**config.mk**
```make
export PLATFORM = sky130hd
export DESIGN_NAME = htlp_fifo
export DESIGN_NICKNAME = d
export VERILOG_FILES = /design/src/hash_table_linear_probe_macros.svh /design/src/htlp_fifo.sv
export SDC_FILE = /design/constraint.sdc
export NUM_CORES = 1
export LEC_CHECK = 0
export BUFFER_PORTS_ARGS = -buffer_cell sky130_fd_sc_hd__buf_2
export CAP_MARGIN = 40
export CELL_PAD_IN_SITES_DETAIL_PLACEMENT = 1
export CELL_PAD_IN_SITES_GLOBAL_PLACEMENT = 1
export CORE_UTILIZATION = 39
export CTS_BUF_LIST = sky130_fd_sc_hd__clkbuf_2 sky130_fd_sc_hd__clkbuf_4 sky130_fd_sc_hd__clkbuf_8
export DETAILED_ROUTE_END_ITERATION = 7
export PLACE_DENSITY = 0.86
export SKIP_LAST_GASP = 1
export SLEW_MARGIN = 5
export SYNTH_ARGS = -nofsm -noshare
export SYNTH_HDL_FRONTEND = slang
export SYNTH_SLANG_ARGS = --single-unit
```
**constraint.sdc**
```tcl
create_clock -name clk -period 1.4 [get_ports clk]
set_input_delay 0 -clock clk [delete_from_list [all_inputs] [get_ports clk]]
set_output_delay 0 -clock clk [all_outputs]
set_load 0.005 [all_outputs]
```
**src/hash_table_linear_probe_macros.svh**
```systemverilog
// Assertion macros for the RTL
`ifndef HASH_TABLE_LINEAR_PROBE_MACROS_SVH
`define HASH_TABLE_LINEAR_PROBE_MACROS_SVH

`ifndef SYNTHESIS
`define HTLP_ASSERT_IMPL(name, ante, cons) \
    name: assert property (@(posedge clk) disable iff (!rst_n) (ante) |-> (cons)) \
        else $error("hash table check failed");
`define HTLP_ASSERT_NEXT(name, ante, cons) \
    name: assert property (@(posedge clk) disable iff (!rst_n) (ante) |=> (cons)) \
        else $error("hash table check failed");
`else
`define HTLP_ASSERT_IMPL(name, ante, cons)
`define HTLP_ASSERT_NEXT(name, ante, cons)
`endif

`endif

```
**src/htlp_fifo.sv**
```systemverilog
module htlp_fifo #(
    parameter int W     = 8,
    parameter int DEPTH = 2,
    localparam int PW   = (DEPTH > 1) ? $clog2(DEPTH) : 1,
    localparam int CW   = $clog2(DEPTH + 1)
) (
    input  logic         clk,
    input  logic         rst_n,
    input  logic         push,
    input  logic [W-1:0] push_data,
    output logic         full,
    input  logic         pop,
    output logic [W-1:0] pop_data,
    output logic         empty
);

    logic [W-1:0]  entry_reg [DEPTH];
    logic [PW-1:0] wr_ptr_reg, rd_ptr_reg;
    logic [CW-1:0] cnt_reg;

    assign full     = (cnt_reg == CW'(DEPTH));
    assign empty    = (cnt_reg == '0);
    assign pop_data = entry_reg[rd_ptr_reg];

    always_ff @(posedge clk)
    begin
        if (push && !full)
        begin
            entry_reg[wr_ptr_reg] <= push_data;
        end
    end

    always_ff @(posedge clk or negedge rst_n)
    begin
        if (!rst_n)
        begin
            wr_ptr_reg <= '0;
            rd_ptr_reg <= '0;
            cnt_reg    <= '0;
        end
        else
        begin
            if (push && !full)
            begin
                wr_ptr_reg <= (wr_ptr_reg == PW'(DEPTH - 1)) ? '0 : PW'(wr_ptr_reg + 1'b1);
            end
            if (pop && !empty)
            begin
                rd_ptr_reg <= (rd_ptr_reg == PW'(DEPTH - 1)) ? '0 : PW'(rd_ptr_reg + 1'b1);
            end
            if ((push && !full) && !(pop && !empty))
            begin
                cnt_reg <= CW'(cnt_reg + 1'b1);
            end
            else if (!(push && !full) && (pop && !empty))
            begin
                cnt_reg <= CW'(cnt_reg - 1'b1);
            end
        end
    end

endmodule

```
# After elaboration in Yosys (flattened, before gate mapping)

Memory sizes are Yosys's and may differ from the RTL's.
Cells that the tools add are included.

Flip-flop bits (word level): 4
RAM bits: 16
Input port bits: 12
Output and inout bits: 10
Logic and storage cells: 25
Memories: 1

$add $sub $neg: 4
Equal/unequal tests: 1
Mux-type cells: 6
Reductions and logical operators: 10

Memories:

| memory    | words | width | read ports | clocked after memory_dff | write ports | RTL line        | text |
|---|---|---|---|---|---|---|---|
| entry_reg | 2     | 8     | 1          | 0                        | 1           | htlp_fifo.sv:17 | `logic [W-1:0] entry_reg [DEPTH];` |

Operators by type and width:

| kind                                                                | number |
|---|---|
| 1-bit logical AND                                                   | 4 |
| 1-bit zero test                                                     | 4 |
| 1-bit two-way mux                                                   | 4 |
| 2-bit two-way mux                                                   | 2 |
| 1-bit adder (second input constant)                                 | 2 |
| 2-bit by 1-bit adder with 2-bit output (second input constant)      | 1 |
| 2-bit == test (second input constant)                               | 1 |
| 2-bit zero test                                                     | 1 |
| 2-bit nonzero test                                                  | 1 |
| 2-bit by 1-bit subtractor with 2-bit output (second input constant) | 1 |

# Logic depth before layout (Yosys ltp)

Depth after elaboration: 7
Gate-level depth with buffers: 7
Mapped depth without buffers: 7

# Least setup slack after synthesis

Ideal clock, no wire load.

Path kind: register to register
Start point: register cnt_reg[0]
End point: memory entry_reg[0][0], enable pin
Setup time: 370 ps
Data arrival time: 1022 ps
Data required time: 1030 ps
Path slack: 8 ps
Cell stages (with the launch flop): 4
Path buffers: 0
Clock period less this slack: 1392 ps
Cell sequence: dfrtp_1 -> nand2b_1 -> nand2_2 -> nor2_1

Longest elaborated chain between the ends: 5

Ends and longest elaborated chain:

| what                                    | RTL line        | text |
|---|---|---|
| start: declaration                      | htlp_fifo.sv:19 | `logic [CW-1:0] cnt_reg;` |
| start signal: assignment                | htlp_fifo.sv:53 | `cnt_reg <= CW'(cnt_reg + 1'b1);` |
| start signal: assignment                | htlp_fifo.sv:57 | `cnt_reg <= CW'(cnt_reg - 1'b1);` |
| 2-bit == test                           | htlp_fifo.sv:21 | `assign full = (cnt_reg == CW'(DEPTH));` |
| 1-bit zero test                         | htlp_fifo.sv:27 | `if (push && !full)` |
| 1-bit logical AND                       | htlp_fifo.sv:27 |  |
| 1-bit two-way mux                       | htlp_fifo.sv:27 |  |
| 1-bit two-way mux (not written as such) | htlp_fifo.sv:29 | `entry_reg[wr_ptr_reg] <= push_data;` |
| end: declaration                        | htlp_fifo.sv:17 |  |

Every way passes these cells.

# Final worst setup path

Start point: register cnt_reg[0]
End point: register cnt_reg[1]

Longest elaborated chain between the ends: 6
Elaborated cells on any way between the ends: 15
Classes of those cells: add/sub: 2; eq/ne: 1; mux: 2; reduce/logical: 10

Ends and longest elaborated chain:

| what                                                                     | RTL line |
|---|---|
| 2-bit == test or 2-bit zero test (tied branches)                         | htlp_fifo.sv:21, htlp_fifo.sv:22 |
| 1-bit zero test                                                          | htlp_fifo.sv:51, htlp_fifo.sv:55 |
| 1-bit logical AND                                                        | htlp_fifo.sv:51, htlp_fifo.sv:55 |
| 1-bit zero test (on tied branches)                                       | htlp_fifo.sv:55, htlp_fifo.sv:51 |
| 1-bit logical AND (on tied branches)                                     | htlp_fifo.sv:55, htlp_fifo.sv:51 |
| 2-bit nonzero test (no source line) or 2-bit two-way mux (tied branches) | - |

Parallel ways exist; a longest one is shown, timed or not. The select of a mux whose other input is x is not followed.
A chain may end at the register's enable or synchronous reset.

==> out/summary.txt <==
Status = finished, violations left
Failing checks = setup timing
Filler cell count in the final layout = 185
CP startpoint kind = flip-flop
DR iter-0 viols = 3
Leading area contributor after synthesis = edfxtp_1
Layout cell share with drive strength beyond 1 = 50.6%
Final hold vios = 0
Synth-to-layout area growth = 42.9%
Worst EP required = 1.57 ns
GR Layer Usage met3 = 3.46%
Cells after Synth = 44
Ys async rst share = 20.0%
Initial antenna violation count = 0
Leak pwr = 0.463 nW
Vias in the first global route = 487
Average wire per standard cell = 14.4 um
Min Tclk post-route = 1.40 ns
Maximum clock path buffer count = 2
Die Y-Extent = 46.8 um
Antenna diode count = 0
# nets final = 97
Clk_skew = 0.00300 ns
Slew HR = 73.8%
RSZ-0062 raised after global routing = yes
Initial core utilization = 43.4%
Multi-input logic area = 228 sq um
CTS tree = done
Hold_ws = 0.0147 ns
Post-synth top flop = edfxtp_1
Top cell type's share of synthesized area = 61.4%
Die X = 46.8 um
Hpwl dp = 1070 um
Final Setup Violations = 1
PnR worst setup slack = -0.00111 ns
Placed Area = 936 sq um
Post-synth EDFFs = 16
CP startpoint = cnt_reg[0]
Clock Latency Late Sink = 0.28 ns
Post-synthesis cell area = 782 sq um
H-tree levels = 1
Top-count cell post-synth = edfxtp_1
Vias post-DR = 512
Synth Warn # = 0
Full die area = 2190 sq um
GRT Residual Overflow = 0
TritonRoute pass-1 iters = 2
#FFs+latches synth = 20
First-pass GRT wire length = 2160 um
Residual DRC = 0
Final Instance Area = 1120 sq um
Net Count, Synth = 57
Arrival time worst endpoint = 1.57 ns
Post-route ant nets = 0
Clock slew at reported path FFs = 0.10 ns
Unique masters post-synth = 15
Seq/Total Area, Yosys = 74.2%
Hold wc startpoint = pop
Slew Viols, Final = 0
Synth cell count leaders = 16 x edfxtp_1, 6 x mux2_1, 4 x dfrtp_1, 3 x nor2_1
Worst Max-Slew Pin Slew = 0.393 ns
Peak supply drop = 1.02 mV
Gr usage total = 15.3%
IO Pins = 22
Rows = 15
Drt via density = 4.74
Met2 usage = 30.6%
Max reg flops = 16
Syn_area_per_cell = 17.8 sq um
Max Freq = 714 MHz
Clock Sink Count = 20
Critical setup path kind = flip-flop to flip-flop
Root Buffer = clkbuf_4
GPL Wtd Cong = 0.682
Synth top area cells = edfxtp_1 61%, dfrtp_1 13%, mux2_1 8.6%
CP Capture Type = flip-flop
Fin crit share = 100%
I/O Buffers = 21
Worst Path Max Fanout = 3
Inserted Clock Buffers = 3
Maxcap violations = 0
Met1 Usage GRT = 16.1%
Reg area = 584 sq um
Type of the most critical hold path = input port to flip-flop
WL final = 1560 um
Core Region = 1800 sq um
Power Density = 1820 nW/um^2
Largest net degree at the start of global routing = 12
GR peak layer = met2
Worst r2r src = cnt_reg[0]
-- where the power goes --
part	leakage [nW]	internal, W	switching, W
Combinational	0.255	0.000451	0.000335
Sequential	0.192	0.000841	0.000156
Clock	0.0154	0.000103	0.000151
Total	0.463	0.00140	0.000642
-- stage by stage --
stage               power, W  instances  worst slack [ns]   TNS, ns  util, %
floorplan            0.00132         44           0.00785         0        -
global placement     0.00156         92            0.0211         0     51.9
detailed placement   0.00162         92           -0.0782   -0.0782     51.9
CTS                  0.00196        106          -0.00465  -0.00465     60.0
global route         0.00216        108           -0.0701   -0.0701     62.0
finish               0.00204        108          -0.00111  -0.00111     62.0
-- final timing paths --
check                      cells after the start          to  slack, ns
setup / recovery                               7  cnt_reg[1]     -0.001
hold / removal                                 3  rd_ptr_reg       0.01
setup reg to reg                               7  cnt_reg[1]     -0.001
hold reg to reg                                1  wr_ptr_reg       0.57
max in group asynchronous                      2  rd_ptr_reg       1.18
min in group asynchronous                      2  wr_ptr_reg       0.09
-- routing by layer --
layer / wire (um) / part of all wire, %
met5: 0 / 0
met2: 847 / 54
met1: 634 / 41
met4: 23 / 1.5
met3: 53 / 3.4
-- cell families after synthesis --
| logic type | synth area share [%] |
|---|---|
| adder cells (fa/ha/maj) | 1.60 |
| XOR/XNOR | 6.56 |
| multiplexers | 11.5 |
| buffers and inverters | 1.60 |
| AO/OA/AOI/OAI | 0.639 |
| flip-flops | 74.2 |
| AND/OR/NAND/NOR | 3.84 |
-- final cells by class --
type	count	share of cell area (%)
multi-input cells	21	20.4
inverters	2	0.672
clock buffers	3	2.02
flip-flops and latches	20	52.3
repair buffers	36	21.5
clock inverters	1	0.336
well taps	25	2.80
-- layout by cell type, fill, tap and decap left out, drive strengths merged --
cell / n
and3: 1
nor2: 3
buf: 27
edfxtp: 16
inv: 2
mux2: 8
o21ai: 1
xnor2: 3
ha: 1
nand2: 1
xor2: 2
clkbuf: 3
nand2b: 1
clkinv: 1
dfrtp: 4
dlygate4sd3: 9
-- critical path, stage by stage, from the launching register on --
cell and delay, ns:
dfrtp_2 0.45, nand2b_4 0.17, nand2_4 0.07, inv_2 0.04, ha_4 0.15, xor2_1 0.18, nor2_1 0.08, xor2_1 0.14
-- timing repair --
action / 4_1_cts / 5_1_grt
resized for setup: 6 / 5
hold endpoints to repair: 20 / 0
endpoints found under the setup margin: 4 / 9
hold buffers: 9 / 0
buffers inserted: 1 / 2
pin swaps: 3 / 3
gates cloned: 0 / 0
Power figures use the tool's default switching activity.
