--- config.mk ---
export PLATFORM = sky130hd
export DESIGN_NAME = htlp_front
export DESIGN_NICKNAME = d
export VERILOG_FILES = /design/src/hash_table_linear_probe_macros.svh /design/src/htlp_pkg.sv /design/src/htlp_front.sv
export SDC_FILE = /design/constraint.sdc
export NUM_CORES = 1
export LEC_CHECK = 0
export BUFFER_PORTS_ARGS = -buffer_cell sky130_fd_sc_hd__buf_4
export CORE_MARGIN = 2
export CORE_UTILIZATION = 58
export DETAILED_ROUTE_END_ITERATION = 10
export GPL_TIMING_DRIVEN = 0
export PLACE_DENSITY = 0.86
export SETUP_SLACK_MARGIN = 0.15
export SLEW_MARGIN = 10
export SYNTH_ARGS = -nofsm -noshare
export SYNTH_HDL_FRONTEND = slang
export SYNTH_SLANG_ARGS = --single-unit
--- constraint.sdc ---
create_clock -name clk -period 17.1 [get_ports clk]
set_input_delay 3.42 -clock clk [delete_from_list [all_inputs] [get_ports clk]]
set_output_delay 3.42 -clock clk [all_outputs]
set_load 0.05 [all_outputs]
--- src/hash_table_linear_probe_macros.svh ---
// Assertion macros for the RTL
`ifndef HASH_TABLE_LINEAR_PROBE_MACROS_SVH
`define HASH_TABLE_LINEAR_PROBE_MACROS_SVH

`ifndef SYNTHESIS
`define HTLP_ASSERT_IMPL(name, ante, cons) \
    name: assert property (@(posedge clk) disable iff (!rst_n) (ante) |-> (cons)) \
        else $error("hash table check failed");
`define HTLP_ASSERT_NEXT(name, ante, cons) \
    name: assert property (@(posedge clk) disable iff (!rst_n) (ante) |=> (cons)) \
        else $error("hash table check failed");
`else
`define HTLP_ASSERT_IMPL(name, ante, cons)
`define HTLP_ASSERT_NEXT(name, ante, cons)
`endif

`endif

--- src/htlp_pkg.sv ---
package htlp_pkg;

    typedef enum logic [1:0] {
        MODE_INSERT,
        MODE_DELETE,
        MODE_GET,
        MODE_UPDATE
    } mode_t;

    typedef enum logic [2:0] {
        ST_OK,
        ST_FULL,
        ST_KEY_LONG,
        ST_PAY_LONG,
        ST_ZERO_LEN,
        ST_NOT_FOUND
    } status_t;

    localparam logic [1:0] REG_SLOTS   = 2'd0;
    localparam logic [1:0] REG_MAX_KEY = 2'd1;
    localparam logic [1:0] REG_MAX_PAY = 2'd2;

    localparam logic [6:0] RST_SLOTS   = 7'd64;
    localparam logic [3:0] RST_MAX_KEY = 4'd8;
    localparam logic [3:0] RST_MAX_PAY = 4'd8;

    localparam logic [31:0] HASH_SEED = 32'd5381;

    // clamped register values
    typedef struct packed {
        logic [6:0] slots;
        logic [3:0] max_key;
        logic [3:0] max_pay;
    } cfg_t;

    typedef struct packed {
        mode_t       mode;
        logic [63:0] key;
        logic [3:0]  key_length;
        logic [63:0] payload;
        logic [3:0]  payload_length;
        status_t     pre_status;
    } job_t;

    typedef enum logic [1:0] {
        F_IDLE,
        F_HASH,
        F_MOD,
        F_PUSH
    } front_state_t;

    typedef enum logic [1:0] {
        B_CLEAR,
        B_IDLE,
        B_SCAN,
        B_PAY_USE
    } back_state_t;

    function automatic logic [63:0] byte_mask(input logic [3:0] n);
        logic [63:0] m;
        for (int i = 0; i < 8; i++)
        begin
            m[8*i +: 8] = (4'(i) < n) ? 8'hFF : 8'h00;
        end
        return m;
    endfunction

endpackage

--- src/htlp_front.sv ---
module htlp_front
    import htlp_pkg::*;
#(
    parameter int SLOT_W = 6
) (
    input  logic              clk,
    input  logic              rst_n,
    input  logic              start,
    input  logic [1:0]        mode,
    input  logic [63:0]       key,
    input  logic [3:0]        key_length,
    input  logic [63:0]       payload,
    input  logic [3:0]        payload_length,
    input  cfg_t              cfg,
    input  logic              hold,
    output logic              busy,
    output logic              push,
    output job_t              push_job,
    output logic [SLOT_W-1:0] push_idx,
    input  logic              full
);

    front_state_t state_reg, state_next;
    job_t         job_reg, job_next;
    logic [31:0]  h_reg, h_next;
    logic [31:0]  mag_reg, mag_next;
    logic [6:0]   rem_reg, rem_next;
    logic [3:0]   byte_cnt_reg, byte_cnt_next;
    logic [4:0]   bit_cnt_reg, bit_cnt_next;

    logic         accept;
    logic [7:0]   key_byte;
    logic [31:0]  h_step;
    logic [7:0]   trial;
    status_t      pre;
    mode_t        mode_in;

    assign busy     = (state_reg != F_IDLE) || hold;
    assign accept   = start && !busy;
    assign push_job = job_reg;
    assign push_idx = SLOT_W'(rem_reg);
    assign mode_in  = mode_t'(mode);

    assign key_byte = job_reg.key[{byte_cnt_reg[2:0], 3'b000} +: 8];
    assign h_step   = (h_reg << 5) + h_reg + {{24{key_byte[7]}}, key_byte};
    assign trial    = {rem_reg, mag_reg[31]};

    // length checks; the full check needs the live count and sits in the back end
    always_comb
    begin
        pre = ST_OK;
        if (mode_in == MODE_INSERT)
        begin
            if (key_length > cfg.max_key)
                pre = ST_KEY_LONG;
            else if (payload_length > cfg.max_pay)
                pre = ST_PAY_LONG;
            else if (key_length == '0 || payload_length == '0)
                pre = ST_ZERO_LEN;
        end
        else
        begin
            if (key_length == '0)
                pre = ST_ZERO_LEN;
            else if (mode_in == MODE_UPDATE && payload_length == '0)
                pre = ST_ZERO_LEN;
            else if (mode_in == MODE_UPDATE && payload_length > cfg.max_pay)
                pre = ST_PAY_LONG;
            else if (key_length > cfg.max_key)
                pre = ST_NOT_FOUND;
        end
    end

    always_comb
    begin
        state_next    = state_reg;
        job_next      = job_reg;
        h_next        = h_reg;
        mag_next      = mag_reg;
        rem_next      = rem_reg;
        byte_cnt_next = byte_cnt_reg;
        bit_cnt_next  = bit_cnt_reg;
        push          = 1'b0;
        case (state_reg)
            F_IDLE:
            begin
                if (accept)
                begin
                    job_next.mode           = mode_in;
                    job_next.key            = key;
                    job_next.key_length     = key_length;
                    job_next.payload        = payload;
                    job_next.payload_length = payload_length;
                    job_next.pre_status     = pre;
                    h_next        = HASH_SEED;
                    byte_cnt_next = '0;
                    rem_next      = '0;
                    if (mode_in == MODE_INSERT && pre == ST_OK)
                        state_next = F_HASH;
                    else
                        state_next = F_PUSH;
                end
            end
            F_HASH:
            begin
                h_next        = h_step;
                byte_cnt_next = 4'(byte_cnt_reg + 4'd1);
                if (4'(byte_cnt_reg + 4'd1) == job_reg.key_length)
                begin
                    mag_next     = h_step[31] ? (32'd0 - h_step) : h_step;
                    rem_next     = '0;
                    bit_cnt_next = '0;
                    state_next   = F_MOD;
                end
            end
            F_MOD:
            begin
                // restoring remainder, one dividend bit a cycle
                if (trial >= {1'b0, cfg.slots})
                    rem_next = 7'(trial - {1'b0, cfg.slots});
                else
                    rem_next = 7'(trial);
                mag_next     = {mag_reg[30:0], 1'b0};
                bit_cnt_next = 5'(bit_cnt_reg + 5'd1);
                if (bit_cnt_reg == 5'd31)
                    state_next = F_PUSH;
            end
            F_PUSH:
            begin
                if (!full)
                begin
                    push       = 1'b1;
                    state_next = F_IDLE;
                end
            end
            default:
            begin
                state_next = F_IDLE;
            end
        endcase
    end

    always_ff @(posedge clk or negedge rst_n)
    begin
        if (!rst_n)
        begin
            state_reg <= F_IDLE;
        end
        else
        begin
            state_reg <= state_next;
        end
    end

    always_ff @(posedge clk)
    begin
        job_reg      <= job_next;
        h_reg        <= h_next;
        mag_reg      <= mag_next;
        rem_reg      <= rem_next;
        byte_cnt_reg <= byte_cnt_next;
        bit_cnt_reg  <= bit_cnt_next;
    end

endmodule

Word level (Yosys, flattened, before mapping)
Index checks and enable logic that the tools add are counted.
{"block": "totals", "in_bits": 158, "wordCells": 82, "mem_bits_rw": 0, "n_memories": 0, "latch_bits": 0, "ff_bits": 223, "rom_bits": 0}
{"block": "classes", "magnitude_cmp": 3, "n_mux": 29, "n_eq_ne": 10, "n_addsub": 6, "bitwise_logic": 0, "n_div": 0, "reduce_logical": 21, "shifts": 1, "n_mul": 0}
{"cell": "32-bit case mux with 2 select lines", "count": 2}
{"cell": "32-bit 2-to-1 mux", "count": 3}
{"cell": "32-bit adder", "count": 2}
{"cell": "64-bit by 7-bit variable part select with 8-bit output", "count": 1}
{"cell": "1-bit by 32-bit subtractor with 32-bit output, first input constant", "count": 1}
{"cell": "3-bit 2-to-1 mux", "count": 8}
{"cell": "7-bit 2-to-1 mux", "count": 3}
{"cell": "7-bit case mux with 3 select lines", "count": 1}
{"cell": "2-bit 2-to-1 mux", "count": 5}
{"cell": "5-bit case mux with 2 select lines", "count": 1}
{"cell": "8-bit by 7-bit greater-or-equal comparator with 1-bit output", "count": 1}
{"cell": "4-bit greater-than comparator", "count": 2}
{"cell": "4-bit zero test", "count": 2}
{"cell": "2-bit inequality test, second input constant", "count": 4}
{"cell": "2-bit case mux with 4 select lines", "count": 1}
{"cell": "4-bit case mux with 2 select lines", "count": 1}
{"cell": "7-bit subtractor", "count": 1}
{"cell": "2-bit equality test, second input constant", "count": 3}
{"cell": "2-bit AND reduction", "count": 3}
{"cell": "2-bit nonzero test", "count": 3}
{"cell": "5-bit by 1-bit adder with 5-bit output, second input constant", "count": 1}
{"cell": "5-bit equality test, second input constant", "count": 1}
{"cell": "5-bit 2-to-1 mux", "count": 1}
{"cell": "4-bit by 1-bit adder with 4-bit output, second input constant", "count": 1}
{"cell": "12 further kinds", "count": 18}

Depth between registers and ports, before layout
Gate-level depths: netlist (run 1).
{"block": "logic_depth", "ltp_word": 11, "depth_mapped": 19, "depth_no_buf": 16}

Worst setup path before layout (run 1)
No wires, ideal clock.
{"block": "synth_timing", "path_kind": "input-to-output", "startpoint": "input full", "endpoint": "output push", "path_slack_ps": 9571, "required_ps": 13680, "path_buffers": 0, "path_stages": 1, "arrival_time_ps": 4109, "cell_sequence": "nor2b_1"}
{"block": "synth_between", "elab_chain_len": 2}
{"item": "start, declared", "line_no": "htlp_front.sv:20", "rtl": "input logic full"}
{"item": "1-bit 2-to-1 mux", "line_no": "htlp_front.sv:130", "rtl": "if (!full)"}
{"item": "1-bit 2-to-1 mux", "line_no": "htlp_front.sv:84", "rtl": "case (state_reg)"}
{"item": "end, declared", "line_no": "htlp_front.sv:17", "rtl": "output logic push,"}
Every way passes these cells.

Worst setup path after layout (run 1)
{"block": "layout_timing", "startpoint": "input hold", "endpoint": "output busy"}
{"block": "layout_between", "elab_chain_len": 1}
{"item": "start, declared", "line_no": "htlp_front.sv:15", "rtl": "input logic hold,"}
{"item": "1-bit logical OR", "line_no": "htlp_front.sv:38", "rtl": "assign busy = (state_reg != F_IDLE) || hold;"}
{"item": "end, declared", "line_no": "htlp_front.sv:16", "rtl": "output logic busy,"}
Every way passes these cells.

==> metrics.yaml, run 1 <==
finish:
  final_nets: 1543
  fillerInstances: 1221
  final_core_util_pct: 75.5
  insertedDiodeCount: 0
  largest_reg_flops: 141
  drive_gt1_share_pct: 31.9
  areaGrowthSynthToFinish_pct: 28.6
route:
  wl_um: 38400
  routedWlPerCell_um: 24.2
  drc: 0
  ant_nets: 0
  vias: 9759
  dr.pass1.iters: 6
  drtIter0Drc: 960
  vias_per_cell: 6.15
yosys:
  synthesis.area_um2: 12200
  synth_edf_count: 221
  synth_area_per_cell_um2: 12.7
  synthFlopType: "edfxtp_1"
  synth_cell_type_count: 78
  yosys_warnings: 0
  syn_inst: 962
  synth.yosys.seq_area_share_pct: 54.7
  synth_top_area_share_pct: 54.3
  syn_nets: 1208
  synth_top_cell_by_area: "edfxtp_1"
  synthArstFlopShare_pct: 0.897
  synth_most_common_cell: "edfxtp_1"
  synthTopCellsByArea: "edfxtp_1, ha_1, fa_1"
  synthTopCellsByCount: "edfxtp_1, nand2_1, nor2_1"
  ys_ff_latch: 223
clock_network:
  ctsHoldBuffers: 0
  cts-root-buf: "clkbuf_16"
  ctsResizeCount: 0
  clk_pin_slew_worst_paths_ps: 60
  cts_setup_buffers: 0
  numClockSinks: 223
  clock_latency_ps: 540
  numCtsBuffers: 24
  cts_tree: "yes"
  clk_path_buf_depth: 3
  htreeDepth: 1
sta:
  slew_violations: 0
  max_freq_ghz: 0.137
  setup_viol: 0
  min_period_ps: 7330
  skew_ps: 23.1
  setup_tns_ps: 0
  finalHoldViolations: 0
  worst_pin_slew_ps: 1200
  finalCritPeriodShare_pct: 42.8
  max-slew-margin-rel_pct: 19.9
  rsz0062_at_grt: "no"
critical_path:
  r2r_cells: 18
  r2r_start: "byte_cnt_reg[0]$_SDFFCE_PN0P_"
  cp.required_ps: 13680
  arrival_ps: 3910
  r2r_end: "mag_reg[6]$_DFFE_PP_"
  endpoint_kind: "output pin"
  crit_type: "input pin to output pin"
  ff2ff_setup_slack_ps: 10100
  worstPathMaxFanout: 2
  cp-start-kind: "input pin"
grt:
  antenna_found_initial: 3
  grt_pass1_wl_um: 57100
  grt_max_degree: 100
  grt_remaining_overflow: 0
  track_usage_pct: 34.1
  grt_pass1_vias: 9872
worst_hold_path:
  min_from: "mag_reg[11]$_DFFE_PP_"
  hold_end: "mag_reg[12]$_DFFE_PP_"
  hp-class: "register to register"
  hold_depth: 2
placement:
  place_hpwl_um: 27700
  portBuffers: 306
  gp_congestion: 0.901
floorplanning:
  rows: 53
  coreArea_um2: 20800
  initial_core_util_pct: 58.7
  dieArea_um2: 22300
  io_pins: 307
  dieHeight_um: 149
  fp.dieW_um: 149
run_status:
  status: "complete, no violations"
job:
  drv_cap: 0
[worst max-delay path, stage by stage]
cell,delay (ps)
buf_4,110
nand2b_1,160
buf_4,210
[per-stage QoR]
stage	worst slack (ps)	instances	instance area, um2	hold slack (ps)
after floorplan	9570	962	12200	498
after detailed placement	9780	1546	15000	515
after CTS	9770	1586	15700	529
after global placement	9170	1543	14900	510
final	9770	1586	15700	536
after global routing	9760	1586	15700	557
[per-layer routing]
layer / wire [um] / share of wire [%] / track usage [%] / up-vias
met3: 3350 / 8.7 / 8.59 / 118
met1: 13500 / 35 / 40.4 / 4827
met5: 34 / 0.088 / 0 / -
li1: - / - / - / 4290
met4: 2040 / 5.3 / 15.7 / 6
met2: 19500 / 51 / 58.8 / 518
[how the worst max path moves through the flow]
stage / startpoint / endpoint / slack [ps] / cells after the start
after floorplan: full / push / 9570 / 1
after global placement: hold / push_job[121]$_DFFE_PP_ / 9170 / 3
after detailed placement: hold / busy / 9780 / 3
after CTS: full / push / 9770 / 3
after global routing: full / push / 9760 / 3
final: hold / busy / 9770 / 3
[cell usage in the layout (no fill, tap or decap), types with 10 or more instances in the layout]
cell | synthesis | final
o21ai_0 | 50 | 49
fa_1 | 28 | 28
a21o_1 | 19 | 19
nor2_1 | 63 | 63
nand4_1 | 10 | 10
xnor2_1 | 38 | 38
buf_4 | 6 | 312
a21oi_1 | 49 | 49
ha_1 | 60 | 60
nand3_1 | 17 | 17
o211ai_1 | 10 | 10
inv_1 | 47 | 46
clkbuf_16 | 0 | 24
mux4_2 | 16 | 16
edfxtp_1 | 221 | 221
nand2_1 | 65 | 65
and2_1 | 16 | 16
nor3_1 | 19 | 19
clkbuf_1 | 25 | 29
mux2_2 | 17 | 17
xor2_1 | 20 | 20
[cells by family (layout without fill, tap and decap cells)]
group,after synthesis,after routing,share of synthesized area [%]
AO/OA/AOI/OAI,204,204,11.2
flip-flops,223,223,54.7
buffers and inverters,88,437,2.98
XOR/XNOR,58,58,4.16
multiplexers,41,41,5.17
AND/OR/NAND/NOR,260,260,11.0
adder cells (fa/ha/maj),88,88,10.7
[area by class of cell]
class | count | area (um2) | share of cell area (%)
sequential | 223 | 6690 | 42.5
multi-input combinational | 651 | 5200 | 33.1
timing repair buffer | 309 | 2370 | 15.1
clock buffer | 28 | 616 | 3.92
tap | 275 | 344 | 2.19
buffer | 41 | 188 | 1.19
inverter | 47 | 181 | 1.15
clock inverter | 12 | 130 | 0.828
Power of run 1 is left out: the tool's default activity adds up to more than one toggle a clock period on the data nets, which glitch-free logic cannot reach.
==> inputs of run 2 (changes only) <==
--- a/config.mk
+++ b/config.mk
@@ -7,10 +7,10 @@
 export LEC_CHECK = 0
 export BUFFER_PORTS_ARGS = -buffer_cell sky130_fd_sc_hd__buf_4
 export CORE_MARGIN = 2
-export CORE_UTILIZATION = 58
+export CORE_UTILIZATION = 49
 export DETAILED_ROUTE_END_ITERATION = 10
 export GPL_TIMING_DRIVEN = 0
-export PLACE_DENSITY = 0.86
+export PLACE_DENSITY = 0.77
 export SETUP_SLACK_MARGIN = 0.15
 export SLEW_MARGIN = 10
 export SYNTH_ARGS = -nofsm -noshare
==> constraint.sdc (replaced) <==
create_clock -name clk -period 6.2 [get_ports clk]
set_input_delay 1.24 -clock clk [delete_from_list [all_inputs] [get_ports clk]]
set_output_delay 1.24 -clock clk [all_outputs]
set_load 0.05 [all_outputs]
==> run 2 against run 1 <==
Against the previous run: register-to-register slack got worse by 9700 ps; die area grew 18%; routed wire length down 11%; clock skew fell by 5.8 ps; first-iteration DRC count is 19% lower; cell count rose by 4.0%.
==> metrics.yaml, run 2 (synthesis gave the netlist of run 1 again) <==
sta:
  skew_ps: 17.3  # -5.84 ps
  max_freq_ghz: 0.172
  worst_pin_slew_ps: 802  # -399 ps
  max-slew-margin-rel_pct: 46.5  # +27 points
  min_period_ps: 5820
  slew_violations: 0  # unchanged
  finalHoldViolations: 0  # unchanged
  timing.hold.ws_ps: 484  # -51.4 ps
  worst_slack_ps: 383  # -9390 ps
  setup_viol: 0  # unchanged
  rsz0062_at_grt: "no"
  finalCritPeriodShare_pct: 93.8
  setup_tns_ps: 0  # unchanged
clock_network:
  clock_latency_ps: 540  # about the same
  clk_pin_slew_worst_paths_ps: 60  # about the same
  clk_path_buf_depth: 3  # unchanged
  numCtsBuffers: 25  # +4.2%
  htreeDepth: 1  # unchanged
  cts_tree: "yes"
  numClockSinks: 223  # unchanged
  cts-root-buf: "clkbuf_16"
placement:
  dpl_cell_area_um2: 15000  # +0.46%
  place_ws_ps: -597  # -10,380 ps
  portBuffers: 306  # unchanged
  gp_congestion: 0.878  # -2.6%
  place_hpwl_um: 26600  # -4.1%
finish:
  areaGrowthSynthToFinish_pct: 30.9
  layout_commonest_cell: "buf_4"
  final_cell_mix: "buf_4, edfxtp_1, nand2_1, nor2_1, ha_1"
  drive_gt1_share_pct: 33.5  # +1.6 points
  final_nets: 1553  # +0.65%
  largest_reg_flops: 141  # unchanged
  fin_area_um2: 16000  # +1.8%
route:
  vias_per_cell: 5.60  # -8.9%
  wl_um: 34100  # -11%
  ant_nets: 0  # unchanged
  dr.pass1.iters: 5  # -1
  routedWlPerCell_um: 20.6  # -15%
  drtIter0Drc: 777  # -19%
  drc: 0  # unchanged
  vias: 9247  # -5.2%
run_status:
  status: "complete, no violations"
floorplanning:
  initial_core_util_pct: 50.1  # -8.6 points
  io_pins: 307  # unchanged
  dieArea_um2: 26200  # +18%
  fp.dieW_um: 162  # +8.6%
  coreArea_um2: 24400  # +17%
  rows: 57  # +7.5%
  dieHeight_um: 162  # +8.6%
worst_hold_path:
  hp-class: "input pin to asynchronous set/reset pin"
critical_path:
  arrival_ps: 6090  # +2180 ps
  worstPathMaxFanout: 11  # +9
  crit_type: "register to register"
  cp-start-kind: "register"
  cp.required_ps: 6470  # -7210 ps
  endpoint_kind: "register"
grt:
  grt_max_degree: 99  # -1.0%
  grt_pass1_vias: 9288  # -5.9%
  track_usage_pct: 25.7  # -8.4 points
  antenna_found_initial: 2  # -1
  grt_remaining_overflow: 0  # unchanged
  grt_pass1_wl_um: 52000  # -8.9%
job:
  drv_cap: 0  # unchanged
-- run 2: cell types whose count changed in the layout (fill, tap and decap cells not counted), sizes merged --
cell | before | now
clkinvlp | 2 | 3
buf | 324 | 332
inv | 48 | 47
diode | 0 | 1
clkinv | 7 | 11
clkbuf | 54 | 56
-- run 2: area by class of cell --
cell class	count	area (um2)
Antenna cell	1	2.50
Fill cell	1830	8390
Multi-Input combinational cell	651	5260
Buffer	41	206
Inverter	47	185
Tap cell	324	405
Timing Repair Buffer	317	2460
Sequential cell	223	6690
Timing Repair inverter	1	7.51
Clock buffer	30	644
Clock inverter	15	141
-- run 2: path summary, 6_finish.rpt --
path / start / end / slack, ps / cells after the start
worst min-delay path: rst_n / state_reg[1]$_DFFE_PN0P_ / 480 / 1
max in group asynchronous: rst_n / state_reg[0]$_DFFE_PN0P_ / 5630 / 1
worst max register to register: byte_cnt_reg[0]$_SDFFCE_PN0P_ / mag_reg[30]$_DFFE_PP_ / 380 / 18
worst min register to register: mag_reg[24]$_DFFE_PP_ / mag_reg[25]$_DFFE_PP_ / 530 / 2
min in group clk: mag_reg[24]$_DFFE_PP_ / mag_reg[25]$_DFFE_PP_ / 530 / 2
worst max-delay path: byte_cnt_reg[0]$_SDFFCE_PN0P_ / mag_reg[30]$_DFFE_PP_ / 380 / 18
-- run 2: layer usage --
layer	share of wire (%)	track usage, %
met5	0.035	0
met4	3.8	9.09
met3	7.6	6.74
met2	51	45.1
met1	37	30.6
-- run 2: worst max-delay path, cell delays in order (launching register included) --
cell and delay (ps):
edfxtp_1 380, buf_6 190, mux4_2 550, mux2i_4 330
clkinvlp_4 130, buf_4 220, fa_1 470, ha_1 300
buf_2 190, a21oi_4 250, o211ai_1 140, a21boi_2 220
or4b_2 600, nand3_1 170, and4bb_2 310, nand4_1 250
o41ai_2 450, xnor2_1 100, mux2_2 280
-- run 2: metrics by stage --
step,utilization [%],instances
2_1_floorplan,-,962
3_3_place_gp,61.2,1592
3_5_place_dp,61.7,1595
4_1_cts,65.2,1646
5_1_grt,65.6,1649
6_report,65.6,1650
-- run 2: what timing repair did --
action,CTS,global route
endpoints found under the setup margin,32,29
gates cloned,1,0
buffers inserted,5,3
endpoints found under the hold margin,0,0
resized for setup,7,29
pin swaps,0,3
hold buffers,0,0
Power of run 2 is left out for the same reason.
